### src/sv/assert_macros.svh
// Assertion macros shared by the scanner modules.
`ifndef ASSERT_MACROS_SVH
`define ASSERT_MACROS_SVH

// Property must hold at every clock edge outside reset.
`define ASSERT_ALWAYS(label, clk, rst, prop) \
   label: assert property (@(posedge clk) disable iff (rst) (prop)) \
      else $error("assertion failed: invariant");

// Consequent must hold in the same cycle as the antecedent.
`define ASSERT_IMPLIES(label, clk, rst, ante, cons) \
   label: assert property (@(posedge clk) disable iff (rst) (ante) |-> (cons)) \
      else $error("assertion failed: implication");

// Consequent must hold in the cycle after the antecedent.
`define ASSERT_NEXT(label, clk, rst, ante, cons) \
   label: assert property (@(posedge clk) disable iff (rst) (ante) |=> (cons)) \
      else $error("assertion failed: next-cycle implication");

`endif

### src/sv/xasp_pkg.sv
// Shared types, character codes and helpers for the attribute span scanner.
`default_nettype none

package xasp_pkg;

   // Width of document positions and their saturation limit
   localparam int unsigned POS_W = 24;
   localparam logic [POS_W-1:0] POS_MAX = {POS_W{1'b1}};

   // Character codes the classifier looks for
   localparam logic [7:0] CHAR_SPACE = 8'h20;
   localparam logic [7:0] CHAR_TAB   = 8'h09;
   localparam logic [7:0] CHAR_LF    = 8'h0A;
   localparam logic [7:0] CHAR_CR    = 8'h0D;
   localparam logic [7:0] CHAR_EQUAL = 8'h3D;
   localparam logic [7:0] CHAR_QUOTE = 8'h22;

   typedef enum logic [1:0] {
      CLS_SPACE,
      CLS_EQUAL,
      CLS_QUOTE,
      CLS_OTHER
   } char_class_type;

   // Per-result control flags carried from front to back
   typedef struct packed {
      logic has_span;
      logic end_of_list;
   } span_flags_type;

   function automatic char_class_type classify(input logic [7:0] code);
      char_class_type cls;
      case (code)
         CHAR_SPACE, CHAR_TAB, CHAR_LF, CHAR_CR: cls = CLS_SPACE;
         CHAR_EQUAL:                              cls = CLS_EQUAL;
         CHAR_QUOTE:                              cls = CLS_QUOTE;
         default:                                 cls = CLS_OTHER;
      endcase
      return cls;
   endfunction

endpackage

`default_nettype wire

### src/sv/xml_attribute_span_scanner.sv
// Top level of the attribute span scanner: front end, event queue, back end.
//
//   channel   direction  handshake              payload
//   req_      in         push / full            char_code, base_position, last_char
//   rsp_      out        empty / pop            has_span, span_start, span_end, end_of_list
//
// One character is taken per cycle while req_full is low; the state machine update in
// the front end is a combinational table, so a new character may follow every cycle.
// A result is held first in the event queue, which takes it at the edge that accepts
// its character, and then in the output register, which loads it from the queue when
// it is free or being drained; from there it is on the rsp_ ports.
// Reset clears the scan state, the queue pointers and count, and the output valid flag; no clearing pass.
// A stalled result side fills the two-entry queue, after which full stops input;
// characters that give no result never occupy the queue.
`default_nettype none

module xml_attribute_span_scanner #(
   parameter int unsigned MAX_BUFFER_LENGTH = 4096
) (
   input  wire logic                        clock,
   input  wire logic                        reset,
   input  wire logic                        req_push,
   output logic                             req_full,
   input  wire logic [7:0]                  req_char_code,
   input  wire logic [xasp_pkg::POS_W-1:0]  req_base_position,
   input  wire logic                        req_last_char,
   output logic                             rsp_empty,
   input  wire logic                        rsp_pop,
   output logic                             rsp_has_span,
   output logic [xasp_pkg::POS_W-1:0]       rsp_span_start,
   output logic [xasp_pkg::POS_W-1:0]       rsp_span_end,
   output logic                             rsp_end_of_list
);
   import xasp_pkg::*;

   localparam int unsigned IDX_W = $clog2(MAX_BUFFER_LENGTH);
   localparam int unsigned EV_W  = $bits(span_flags_type) + IDX_W + (IDX_W + 1) + POS_W;

   logic             in_accept;
   logic             ev_push, ev_pop, ev_valid;
   span_flags_type   ev_flags, q_flags;
   logic [IDX_W-1:0] ev_start_off, q_start_off;
   logic [IDX_W:0]   ev_end_off, q_end_off;
   logic [POS_W-1:0] q_base;
   logic [EV_W-1:0]  ev_data, q_data;

   assign in_accept = req_push && !req_full;

   xasp_front #(
      .MAX_BUFFER_LENGTH (MAX_BUFFER_LENGTH),
      .IDX_W             (IDX_W)
   ) u_front (
      .clock        (clock),
      .reset        (reset),
      .in_accept    (in_accept),
      .char_code    (req_char_code),
      .last_char    (req_last_char),
      .ev_push      (ev_push),
      .ev_flags     (ev_flags),
      .ev_start_off (ev_start_off),
      .ev_end_off   (ev_end_off)
   );

   // Pack one span event for the queue
   assign ev_data = {ev_flags, ev_start_off, ev_end_off, req_base_position};

   xasp_queue #(
      .WIDTH (EV_W),
      .DEPTH (2)
   ) u_queue (
      .clock     (clock),
      .reset     (reset),
      .push      (ev_push),
      .push_data (ev_data),
      .full      (req_full),
      .pop       (ev_pop),
      .valid     (ev_valid),
      .head_data (q_data)
   );

   assign {q_flags, q_start_off, q_end_off, q_base} = q_data;

   xasp_back #(
      .IDX_W (IDX_W)
   ) u_back (
      .clock           (clock),
      .reset           (reset),
      .ev_valid        (ev_valid),
      .ev_flags        (q_flags),
      .ev_start_off    (q_start_off),
      .ev_end_off      (q_end_off),
      .ev_base         (q_base),
      .ev_pop          (ev_pop),
      .rsp_empty       (rsp_empty),
      .rsp_pop         (rsp_pop),
      .rsp_has_span    (rsp_has_span),
      .rsp_span_start  (rsp_span_start),
      .rsp_span_end    (rsp_span_end),
      .rsp_end_of_list (rsp_end_of_list)
   );

endmodule

`default_nettype wire

### src/sv/xasp_front.sv
// Front end: character classification and the attribute state machine.
`default_nettype none
`include "assert_macros.svh"

module xasp_front #(
   parameter int unsigned MAX_BUFFER_LENGTH = 4096,
   parameter int unsigned IDX_W = $clog2(MAX_BUFFER_LENGTH)
) (
   input  wire logic                         clock,
   input  wire logic                         reset,
   input  wire logic                         in_accept,
   input  wire logic [7:0]                   char_code,
   input  wire logic                         last_char,
   output logic                              ev_push,
   output xasp_pkg::span_flags_type          ev_flags,
   output logic [IDX_W-1:0]                  ev_start_off,
   output logic [IDX_W:0]                    ev_end_off
);
   import xasp_pkg::*;

   localparam logic [IDX_W-1:0] IDX_LIMIT = IDX_W'(MAX_BUFFER_LENGTH - 1);

   typedef enum logic [2:0] {
      ST_INVALID = 3'd0,
      ST_KEY     = 3'd1,
      ST_PRE     = 3'd2,
      ST_ASSIGN  = 3'd3,
      ST_STRING  = 3'd4,
      ST_VALUE   = 3'd5
   } scan_state_type;

   scan_state_type   state_ff, state_in, st_cur, st_next;
   logic [IDX_W-1:0] key_offset_ff, key_offset_in, key_next;
   logic [IDX_W-1:0] char_index_ff, char_index_in;
   char_class_type   cls;
   logic             done, tail, has;

   // Transition table for one character
   always_comb begin
      cls = classify(char_code);
      unique case (state_ff)
         ST_INVALID, ST_KEY, ST_PRE, ST_ASSIGN, ST_STRING, ST_VALUE: st_cur = state_ff;
         default: st_cur = ST_INVALID;
      endcase
      st_next  = st_cur;
      key_next = key_offset_ff;
      done     = 1'b0;
      tail     = 1'b0;
      unique case (cls)
         CLS_SPACE: begin
            if (st_cur == ST_KEY) begin
               st_next = ST_PRE;
            end else if (st_cur == ST_VALUE) begin
               done = 1'b1;
            end
         end
         CLS_EQUAL: begin
            if (st_cur == ST_KEY || st_cur == ST_PRE) begin
               st_next = ST_ASSIGN;
            end else if (st_cur == ST_ASSIGN || st_cur == ST_VALUE) begin
               st_next = ST_INVALID;
            end
         end
         CLS_QUOTE: begin
            if (st_cur == ST_STRING) begin
               done = 1'b1;
               tail = 1'b1;
            end else if (st_cur == ST_KEY || st_cur == ST_PRE || st_cur == ST_VALUE) begin
               st_next = ST_INVALID;
            end else if (st_cur == ST_ASSIGN) begin
               st_next = ST_STRING;
            end
         end
         default: begin
            if (st_cur == ST_INVALID) begin
               st_next  = ST_KEY;
               key_next = char_index_ff;
            end else if (st_cur == ST_PRE) begin
               st_next = ST_INVALID;
            end else if (st_cur == ST_ASSIGN) begin
               st_next = ST_VALUE;
            end
         end
      endcase
      if (done) begin
         st_next = ST_INVALID;
      end
      // Pending bare value is flushed at the end of the buffer
      has = done || (last_char && st_next == ST_VALUE);
   end

   // Event toward the back end
   always_comb begin
      ev_push              = in_accept && (has || last_char);
      ev_flags.has_span    = has;
      ev_flags.end_of_list = last_char;
      ev_start_off         = key_next;
      ev_end_off           = {1'b0, char_index_ff} + {{IDX_W{1'b0}}, tail};
   end

   // Next register values; the last character restarts the scan
   always_comb begin
      state_in      = state_ff;
      key_offset_in = key_offset_ff;
      char_index_in = char_index_ff;
      if (in_accept) begin
         if (last_char) begin
            state_in      = ST_INVALID;
            key_offset_in = '0;
            char_index_in = '0;
         end else begin
            state_in      = st_next;
            key_offset_in = key_next;
            if (char_index_ff < IDX_LIMIT) begin
               char_index_in = char_index_ff + 1'b1;
            end
         end
      end
   end

   always_ff @(posedge clock) begin
      if (reset) begin
         state_ff      <= ST_INVALID;
         key_offset_ff <= '0;
         char_index_ff <= '0;
      end else begin
         state_ff      <= state_in;
         key_offset_ff <= key_offset_in;
         char_index_ff <= char_index_in;
      end
   end

   `ASSERT_ALWAYS(a_index_bounded, clock, reset, char_index_ff <= IDX_LIMIT)
   `ASSERT_NEXT(a_last_restarts, clock, reset, in_accept && last_char, char_index_ff == '0 && key_offset_ff == '0 && state_ff == ST_INVALID)

endmodule

`default_nettype wire

### src/sv/xasp_queue.sv
// Short event queue between the front and back ends.
`default_nettype none
`include "assert_macros.svh"

module xasp_queue #(
   parameter int unsigned WIDTH = 8,
   parameter int unsigned DEPTH = 2
) (
   input  wire logic             clock,
   input  wire logic             reset,
   input  wire logic             push,
   input  wire logic [WIDTH-1:0] push_data,
   output logic                  full,
   input  wire logic             pop,
   output logic                  valid,
   output logic [WIDTH-1:0]      head_data
);
   localparam int unsigned PTR_W = (DEPTH > 1) ? $clog2(DEPTH) : 1;
   localparam int unsigned CNT_W = $clog2(DEPTH + 1);
   localparam logic [PTR_W-1:0] PTR_LAST = PTR_W'(DEPTH - 1);
   localparam logic [CNT_W-1:0] CNT_FULL = CNT_W'(DEPTH);

   logic [WIDTH-1:0] mem_ff [DEPTH];
   logic [PTR_W-1:0] wr_ptr_ff, wr_ptr_in, rd_ptr_ff, rd_ptr_in;
   logic [CNT_W-1:0] count_ff, count_in;
   logic             do_push, do_pop;

   assign full      = (count_ff == CNT_FULL);
   assign valid     = (count_ff != '0);
   assign head_data = mem_ff[rd_ptr_ff];
   assign do_push   = push && !full;
   assign do_pop    = pop && valid;

   // Pointer and fill count update
   always_comb begin
      wr_ptr_in = wr_ptr_ff;
      rd_ptr_in = rd_ptr_ff;
      count_in  = count_ff;
      if (do_push) begin
         wr_ptr_in = (wr_ptr_ff == PTR_LAST) ? '0 : wr_ptr_ff + 1'b1;
      end
      if (do_pop) begin
         rd_ptr_in = (rd_ptr_ff == PTR_LAST) ? '0 : rd_ptr_ff + 1'b1;
      end
      if (do_push && !do_pop) begin
         count_in = count_ff + 1'b1;
      end else if (do_pop && !do_push) begin
         count_in = count_ff - 1'b1;
      end
   end

   always_ff @(posedge clock) begin
      if (reset) begin
         wr_ptr_ff <= '0;
         rd_ptr_ff <= '0;
         count_ff  <= '0;
      end else begin
         wr_ptr_ff <= wr_ptr_in;
         rd_ptr_ff <= rd_ptr_in;
         count_ff  <= count_in;
      end
   end

   // Storage needs no reset
   always_ff @(posedge clock) begin
      if (do_push) begin
         mem_ff[wr_ptr_ff] <= push_data;
      end
   end

   `ASSERT_ALWAYS(a_count_bounded, clock, reset, count_ff <= CNT_FULL)

endmodule

`default_nettype wire

### src/sv/xasp_back.sv
// Back end: absolute span positions with saturation and the result register.
`default_nettype none
`include "assert_macros.svh"

module xasp_back #(
   parameter int unsigned IDX_W = 12
) (
   input  wire logic                             clock,
   input  wire logic                             reset,
   input  wire logic                             ev_valid,
   input  wire xasp_pkg::span_flags_type         ev_flags,
   input  wire logic [IDX_W-1:0]                 ev_start_off,
   input  wire logic [IDX_W:0]                   ev_end_off,
   input  wire logic [xasp_pkg::POS_W-1:0]       ev_base,
   output logic                                  ev_pop,
   output logic                                  rsp_empty,
   input  wire logic                             rsp_pop,
   output logic                                  rsp_has_span,
   output logic [xasp_pkg::POS_W-1:0]            rsp_span_start,
   output logic [xasp_pkg::POS_W-1:0]            rsp_span_end,
   output logic                                  rsp_end_of_list
);
   import xasp_pkg::*;

   logic              valid_ff, valid_in;
   span_flags_type    flags_ff;
   logic [POS_W-1:0]  start_ff, start_in, end_ff, end_in;
   logic [POS_W:0]    start_sum, end_sum;

   // Saturating position adders
   always_comb begin
      start_sum = {1'b0, ev_base} + {{(POS_W + 1 - IDX_W){1'b0}}, ev_start_off};
      end_sum   = {1'b0, ev_base} + {{(POS_W - IDX_W){1'b0}}, ev_end_off};
      start_in  = '0;
      end_in    = '0;
      if (ev_flags.has_span) begin
         start_in = start_sum[POS_W] ? POS_MAX : start_sum[POS_W-1:0];
         end_in   = end_sum[POS_W] ? POS_MAX : end_sum[POS_W-1:0];
      end
   end

   // Output register refills whenever it is free or being drained
   assign ev_pop = ev_valid && (!valid_ff || rsp_pop);

   always_comb begin
      valid_in = valid_ff;
      if (ev_pop) begin
         valid_in = 1'b1;
      end else if (rsp_pop) begin
         valid_in = 1'b0;
      end
   end

   always_ff @(posedge clock) begin
      if (reset) begin
         valid_ff <= 1'b0;
      end else begin
         valid_ff <= valid_in;
      end
   end

   always_ff @(posedge clock) begin
      if (ev_pop) begin
         flags_ff <= ev_flags;
         start_ff <= start_in;
         end_ff   <= end_in;
      end
   end

   assign rsp_empty       = !valid_ff;
   assign rsp_has_span    = flags_ff.has_span;
   assign rsp_span_start  = start_ff;
   assign rsp_span_end    = end_ff;
   assign rsp_end_of_list = flags_ff.end_of_list;

   `ASSERT_IMPLIES(a_span_ordered, clock, reset, valid_ff && flags_ff.has_span, end_ff >= start_ff)

endmodule

`default_nettype wire
### config.mk
export PLATFORM = sky130hd
export DESIGN_NAME = xml_attribute_span_scanner
export DESIGN_NICKNAME = d
export VERILOG_FILES = /design/src/sv/xasp_pkg.sv /design/src/sv/xml_attribute_span_scanner.sv /design/src/sv/xasp_front.sv /design/src/sv/xasp_queue.sv /design/src/sv/xasp_back.sv
export VERILOG_INCLUDE_DIRS = /design/src /design/src/sv
export SDC_FILE = /design/constraint.sdc
export NUM_CORES = 1
export LEC_CHECK = 0
export ABC_CLOCK_PERIOD_IN_PS = 11800
export BUFFER_PORTS_ARGS = -buffer_cell sky130_fd_sc_hd__buf_2
export CAP_MARGIN = 40
export CORE_MARGIN = 4
export CORE_UTILIZATION = 50
export DETAILED_ROUTE_END_ITERATION = 8
export PLACE_DENSITY = 0.69
export SETUP_SLACK_MARGIN = 0.5
export SLEW_MARGIN = 20
export SYNTH_ARGS = -nofsm -noshare
export SYNTH_HDL_FRONTEND = slang
export SYNTH_HIERARCHICAL = 1
export SYNTH_SLANG_ARGS = --single-unit
### constraint.sdc
create_clock -name clock -period 11.8 [get_ports clock]
set_input_delay 1.77 -clock clock [delete_from_list [all_inputs] [get_ports clock]]
set_output_delay 1.77 -clock clock [all_outputs]
set_load 0.05 [all_outputs]
-- Word level (Yosys, flattened, before mapping)
Memories as Yosys holds them, arrays and structs flattened. A register that Yosys moved wholly into a read port is not among the register bits.
Index checks and enable logic that the tools add are counted.
- magnitude comparators: 1
- multiplexer cells: 36
- equal/unequal tests: 20
- reduce and logical (&&, ||, !) cells: 29
- $add $sub $neg: 8
- operator list (cell ; number):
    $mux W12 ; 5
    $mux W24 ; 2
    $mux W3 ; 12
    $add A24 B12 Y25 ; 1
    $add A24 B13 Y25 ; 1
    $eq A8 B4 Y1 const B ; 3
    $eq A8 B6 Y1 const B ; 3
    $eq A3 B3 Y1 const B ; 5
    $add A12 B1 Y13 ; 1
    $add A12 B1 Y12 const B ; 1
    $eq A3 B2 Y1 const B ; 4
    $lt A12 B12 Y1 const B ; 1
    $mux W1 ; 12
    $pmux W3 S3 ; 1
    $logic_and A1 B1 Y1 ; 8
    $reduce_bool A2 Y1 ; 4
    $eq A3 B1 Y1 const B ; 2
    $logic_not A3 Y1 ; 2
    $logic_or A1 B1 Y1 ; 6
    $pmux W2 S3 ; 1
    $reduce_or A6 Y1 ; 1
    $eq A2 B2 Y1 const B ; 2
    $logic_not A1 Y1 ; 4
    $mux W2 ; 2
    9 further kinds ; 10
- memory bits (writable): 102
- output and inout bits: 52
- flip-flop bits (word level): 82
- memories: 1
- word-level logic and storage cells: 106
- bits of input ports: 37
- memories (name ; words ; bits a word ; rd ports ; clocked after Yosys merged registers in ; write ports ; line ; source):
    u_queue.mem_ff ; 2 ; 51 ; 1 ; 1 ; 1 ; xasp_queue.sv:23 ; logic [WIDTH-1:0] mem_ff [DEPTH];

-- Longest topological paths before layout
- word-level depth: 20
- gate-level depth with buffers: 12
- depth with buffers taken out: 11

-- Hierarchy
Netlist, hierarchy kept.
- modules (own cells, without submodules) (module ; cells each ; times used ; area an instance (um^2) ; sequential area each (um^2)):
    xasp_queue ; 184 ; 1 ; 3887.5 ; 3163.0
    xasp_back ; 364 ; 1 ; 3632.2 ; 1521.5
    xasp_front ; 221 ; 1 ; 1883.1 ; 540.5
    xml_attribute_span_scanner ; 1 ; 1 ; 13.8 ; 0.0

-- Worst setup path after synthesis
OpenSTA, ideal clock, no wires.
- path type: input-to-reg
- start: input port rsp_pop
- end: register u_queue.count_ff[1]
- data arrival time: 7.339 ns
- stages: 7
- path slack: 4.392 ns
- cell sequence: inv_1 a21boi_0 o21ai_0 ha_1 xor2_1 or3_1 a21oi_1
- cells in the longest elaborated chain, start to end: 6
- elaborated cells on any way between the ends: 8
- classes of those cells: 1 x mux; 7 x reduce/logical
- RTL lines (what ; line ; source):
    from (decl) ; xml_attribute_span_scanner.sv:28 ; input wire logic rsp_pop,
    $logic_or A1 B1 Y1 (*) ; xasp_back.sv:43 ; assign ev_pop = ev_valid && (!valid_ff || rsp_pop);
    $logic_and A1 B1 Y1 (*) ; xasp_back.sv:43 ;
    named net ev_pop ; xml_attribute_span_scanner.sv:40 ; logic ev_push, ev_pop, ev_valid;
    $logic_and A1 B1 Y1 (*) ; xasp_queue.sv:32 ; assign do_pop = pop && valid;
    $logic_not A1 Y1 ; xasp_queue.sv:45 ; if (do_push && !do_pop) begin
    $logic_and A1 B1 Y1 ; xasp_queue.sv:45 ;
    $mux W2 or $reduce_bool A2 Y1 (tied branches) ; n/a ;
    to (signal assigned) ; xasp_queue.sv:60 ; count_ff <= count_in;
    to (decl) ; xasp_queue.sv:25 ; logic [CNT_W-1:0] count_ff, count_in;
The timed path passes the listed nets; every way through them passes the cells marked *.
A chain may end at the register's enable or synchronous reset.

-- Final worst setup path
- start: input port req_char_code[1]
- end: memory u_queue/mem_ff[0][6] in the netlist's numbering (enable)
- cells in the longest elaborated chain, start to end: 14
- elaborated cells on any way between the ends: 22
- classes of those cells: 9 x eq/ne; 6 x mux; 7 x reduce/logical
- RTL lines (what ; line ; source):
    from (decl) ; xml_attribute_span_scanner.sv:24 ; input wire logic [7:0] req_char_code,
    $eq A8 B6 Y1 or $eq A8 B4 Y1 (tied branches) ; xasp_pkg.sv:33 ; case (code)
    $reduce_or A4 Y1 ; xasp_pkg.sv:33 ;
    $pmux W2 S3 (*) ; xasp_pkg.sv:33 ;
    $eq A2 B2 Y1, or another cell as far along ; xasp_front.sv:49 ; unique case (cls)
    $pmux W3 S3 or $pmux W1 S2 (tied branches) ; xasp_front.sv:49 ;
    $mux W3 ; xasp_front.sv:85 ; if (done) begin
    $eq A3 B3 Y1 ; xasp_front.sv:89 ; has = done || (last_char && st_next == ST_VALUE);
    $logic_and A1 B1 Y1 ; xasp_front.sv:89 ;
    $logic_or A1 B1 Y1 (*) ; xasp_front.sv:89 ;
    $logic_or A1 B1 Y1 (*) ; xasp_front.sv:94 ; ev_push = in_accept && (has || last_char);
    $logic_and A1 B1 Y1 (*) ; xasp_front.sv:94 ;
    named net ev_push ; xml_attribute_span_scanner.sv:40 ;
    $logic_and A1 B1 Y1 (*) ; xasp_queue.sv:31 ; assign do_push = push && !full;
    $mux W1 (*) ; xasp_queue.sv:66 ; if (do_push) begin
    $mux W1 (implied by the code) (*) ; xasp_queue.sv:67 ; mem_ff[wr_ptr_ff] <= push_data;
    to (decl) ; xasp_queue.sv:23 ;
Marks and branches as above.

==> flow_summary.json <==
{
  "status": "completed",
  "number_of_flops_mapped_to_enable_cells_by_yosys": 152,
  "timing.hold.worst_endpoint": "u_front/key_offset_ff[0]$_SDFFE_PP0P_",
  "boundaryPins": 89,
  "antenna_violations_before_repair": 0,
  "path_clk_slew_ps": 70,
  "synth_top_family_by_area": "compound AO/OA/AOI/OAI gates",
  "ir_worst_vdd_uv": 122,
  "grt.total_usage_pct": 18.5,
  "timing_worst_setup_path_type": "in -> reg",
  "tritoncts": "built",
  "crit-reg2reg-capture": "u_back/rsp_span_end[13]$_SDFFCE_PN0P_",
  "maximum_clock_frequency_ghz": 0.234,
  "diodes": 0,
  "grt_pass1_wl_um": 31600,
  "fp-row-count": 49,
  "synthAdderAreaFrac_pct": 4.28,
  "cts_hold_buffers": 0,
  "reg2reg_depth": 10,
  "final_hpwl_dp_um": 14100,
  "min_period_over_period_pct": 36.2,
  "holdPathStages": 2,
  "yosys_warnings": 6,
  "synthSimpleGateAreaFrac_pct": 11.1,
  "slew_headroom_pct": 37.7,
  "place.port_buffers": 88,
  "cts_inserted_buffers": 17,
  "die-height_um": 145,
  "detail_route.wl_per_cell_um": 18.1,
  "synth_xor_xnor_area_share_pct": 3.72,
  "crit_required_ps": 11920,
  "hold_class": "reg -> reg",
  "core_mm2": 0.0183,
  "grt_start_max_net_pins": 52,
  "drive_gt1_share_pct": 27.2,
  "crit_arrival_ps": 4390,
  "floorplan.die_area_mm2": 0.0211,
  "yosys-mux-area-fraction_pct": 7.75,
  "worst_slack_on_hold_paths_ps": 458,
  "drtIter0Drc": 559,
  "nets": 908,
  "htree_depth": 4,
  "filler_cell_count": 1513,
  "routabilityCongestion": 0.934,
  "worstMarginPinSlew_ps": 923,
  "dominantRegCellSynth": "sky130_fd_sc_hd__edfxtp_1",
  "final_period_minus_worst_setup_slack_ps": 4270,
  "holdCritStartpoint": "u_front/key_offset_ff[0]$_SDFFE_PP0P_",
  "initial_core_util_pct": 51.5,
  "power.leakage_nw": 3.81,
  "sequentialPowerShare_pct": 34.0,
  "power.switching_mw": 1.18,
  "cts.path.max_buffers": 2,
  "gr-total-overflow": 0,
  "vias_per_cell": 5.90,
  "cts_setup_buffers": 0,
  "finalSetupViolations": 0,
  "synth.ff_latch_count": 185,
  "first_global_vias": 6127,
  "ctsRootBufferMaster": "sky130_fd_sc_hd__clkbuf_16",
  "end_kind": "flip-flop",
  "post_synth_num_cell_types": 77,
  "final-hold-violation-count": 0,
  "syn_nets": 838,
  "combPwrFrac_pct": 47.2,
  "power.share.clock_pct": 18.8,
  "syn_to_layout_area_delta_pct": 12.0,
  "cellPowerDensity_mw_per_mm2": 262,
  "routed_wirelength_um": 19600,
  "register_to_register_setup_slack_ps": 7690,
  "clk_latency_worst_skew_pair_ps": 430,
  "count_of_tritonroute_iterations_in_the_first_routing_pass": 5,
  "report.power.total_mw": 2.76,
  "dr_total_vias": 6383,
  "synth_compound_gate_area_share_pct": 14.5,
  "critical_path.startpoint_type": "input port",
  "async_reset_ff_share_pct": 0,
  "cts-resized-gates": 0,
  "avgSynthCellArea_um2": 12.2,
  "cts_sinks": 185,
  "cap_viol_max_count": 0,
  "syn_inst": 770,
  "ys_seq_area_share_pct": 55.5,
  "postRouteAntennaNets": 0,
  "worstPathMaxFanout": 33,
  "post_route_setup_tns_ps": 0,
  "post_syn_area_mm2": 0.00942,
  "power_report.internal_total_mw": 1.58,
  "slew_violations": 0,
  "rsz0062_at_grt": "no",
  "drt_drc_violations_left": 0,
  "finalClockSkew_ps": 8.36,
  "dieWidth_um": 145,
  "swShare_pct": 42.9
}
==> logic make-up (layout without fill, tap and decap cells) <==
kind of cell	Yosys count	after routing
adders and majority gates	31	31
DFF	185	185
buffers and inverters	64	147
xor gates and xnor gates	40	40
AOI/OAI and AO/OA	198	198
and+or+nand+nor	187	187
muxes	65	65
==> cell type report <==
class                           instances  area [µm²]  share of cell area, %
Tap cell                              229         287                   2.72
Sequential cell                       185        5230                   49.6
Multi-Input combinational cell        521        3900                   37.0
Inverter                               22        82.6                  0.783
Timing Repair Buffer                   93         510                   4.84
Clock inverter                         15         115                   1.09
Clock buffer                           17         425                   4.03
==> sequential cells by signal, summed over array words and instances (netlist names), named ones only <==
signal,count
u_back/rsp_end_of_list,1
u_back/rsp_has_span,1
u_back/rsp_span_end,24
u_back/rsp_span_start,24
u_back/valid_ff,1
u_front/char_index_ff,12
u_front/key_offset_ff,12
u_front/state_ff,3
u_queue/count_ff,2
u_queue/mem_ff,102
u_queue/rd_ptr_ff,1
u_queue/wr_ptr_ff,1
==> worst max-delay path, cell delays in order <==
cell and delay, ps:
sky130_fd_sc_hd__buf_2 140, sky130_fd_sc_hd__or3b_1 400, sky130_fd_sc_hd__a2111oi_0 420, sky130_fd_sc_hd__a211oi_1 110
sky130_fd_sc_hd__o31a_1 310, sky130_fd_sc_hd__nor2b_1 120, sky130_fd_sc_hd__inv_1 60, sky130_fd_sc_hd__or3_1 380
sky130_fd_sc_hd__inv_2 370, sky130_fd_sc_hd__buf_12 270
==> worst max path at each step <==
| stage | startpoint | end | slack [ps] | cells after the start |
|---|---|---|---|---|
| finish | req_char_code[1] | u_queue/mem_ff[0][6]$_DFFE_PP_ | 7530 | 10 |
| global route | req_char_code[1] | u_queue/mem_ff[0][7]$_DFFE_PP_ | 7390 | 10 |
| CTS | req_char_code[1] | u_queue/mem_ff[0][6]$_DFFE_PP_ | 7540 | 10 |
| detailed placement | req_char_code[1] | u_queue/mem_ff[0][6]$_DFFE_PP_ | 7090 | 10 |
| global placement | req_char_code[1] | u_queue/mem_ff[0][5]$_DFFE_PP_ | 6890 | 9 |
| floorplan | rsp_pop | u_queue/count_ff[1]$_SDFFE_PP0P_ | 4390 | 7 |
==> synth_stat cells (4+ instances only) <==
master / number / share of area [%]
sky130_fd_sc_hd__nor2_2: 11 / 0.73
sky130_fd_sc_hd__o21ai_0: 31 / 1.6
sky130_fd_sc_hd__o211ai_1: 5 / 0.40
sky130_fd_sc_hd__a2111oi_0: 4 / 0.37
sky130_fd_sc_hd__o21a_1: 5 / 0.40
sky130_fd_sc_hd__or3_1: 11 / 0.73
sky130_fd_sc_hd__inv_1: 22 / 0.88
sky130_fd_sc_hd__or2_2: 4 / 0.27
sky130_fd_sc_hd__clkbuf_1: 15 / 0.60
sky130_fd_sc_hd__a31oi_1: 10 / 0.66
sky130_fd_sc_hd__and4_1: 6 / 0.56
sky130_fd_sc_hd__ha_1: 29 / 3.9
sky130_fd_sc_hd__a21o_1: 14 / 1.1
sky130_fd_sc_hd__buf_6: 4 / 0.48
sky130_fd_sc_hd__dfxtp_1: 33 / 7.0
sky130_fd_sc_hd__nand4_1: 18 / 1.2
sky130_fd_sc_hd__mux2_2: 63 / 7.5
sky130_fd_sc_hd__nor4_1: 4 / 0.27
sky130_fd_sc_hd__a211oi_1: 13 / 1.0
sky130_fd_sc_hd__nor3_1: 7 / 0.37
sky130_fd_sc_hd__buf_2: 16 / 0.85
sky130_fd_sc_hd__nand2_1: 33 / 1.3
sky130_fd_sc_hd__and3_1: 6 / 0.40
sky130_fd_sc_hd__a22oi_2: 10 / 1.3
sky130_fd_sc_hd__a21oi_1: 66 / 3.5
sky130_fd_sc_hd__and2_1: 5 / 0.33
sky130_fd_sc_hd__nor2_1: 42 / 1.7
sky130_fd_sc_hd__xor2_1: 24 / 2.2
sky130_fd_sc_hd__nand3_1: 13 / 0.69
sky130_fd_sc_hd__a311oi_1: 8 / 0.74
sky130_fd_sc_hd__edfxtp_1: 152 / 48
sky130_fd_sc_hd__xnor2_1: 16 / 1.5
sky130_fd_sc_hd__nor2b_1: 4 / 0.27
==> cells in the final DEF, fill, tap and decap left out, drive strengths merged, types with 8 or more instances in the layout <==
cell type  count
dfxtp         33
nand2         33
nand4         18
a211oi        13
a311oi         8
clkbuf        17
xnor2         16
buf           93
and3           8
a21oi         66
mux2          63
a31oi         10
a21o          15
o21ai         33
ha            29
nand3         13
nor2          53
xor2          24
inv           28
a22oi         13
nor3           8
or3           11
edfxtp       152
==> per-stage QoR <==
| stage | worst slack, ps | util, % | cells | cell area, µm² |
|---|---|---|---|---|
| floorplan | 4390 | - | 770 | 9420 |
| global route | 7390 | 57.7 | 1082 | 10500 |
| finish | 7530 | 57.7 | 1082 | 10500 |
| global placement | 6890 | 54.5 | 1048 | 9960 |
| CTS | 7540 | 57.7 | 1082 | 10500 |
| detailed placement | 7090 | 54.8 | 1050 | 10000 |
==> metal layers <==
metal	global-route usage (%)	vias up	share of wire [%]
li1	-	3099	-
met1	23.8	3019	43
met2	31.0	233	48
met3	4.46	32	6.0
met4	6.22	0	2.0
met5	0	-	0
==> power groups by stage <==
stage                     Clock (mW)  Combinational (mW)  Sequential (mW)
after floorplan                    0               0.698             1.28
after global placement             0                1.26            0.950
after detailed placement           0                1.29            0.954
after CTS                      0.533                1.30            0.940
after global routing           0.563                1.40            0.951
final                          0.520                1.30            0.938
Note: power is estimated with default switching activity, not from simulation.
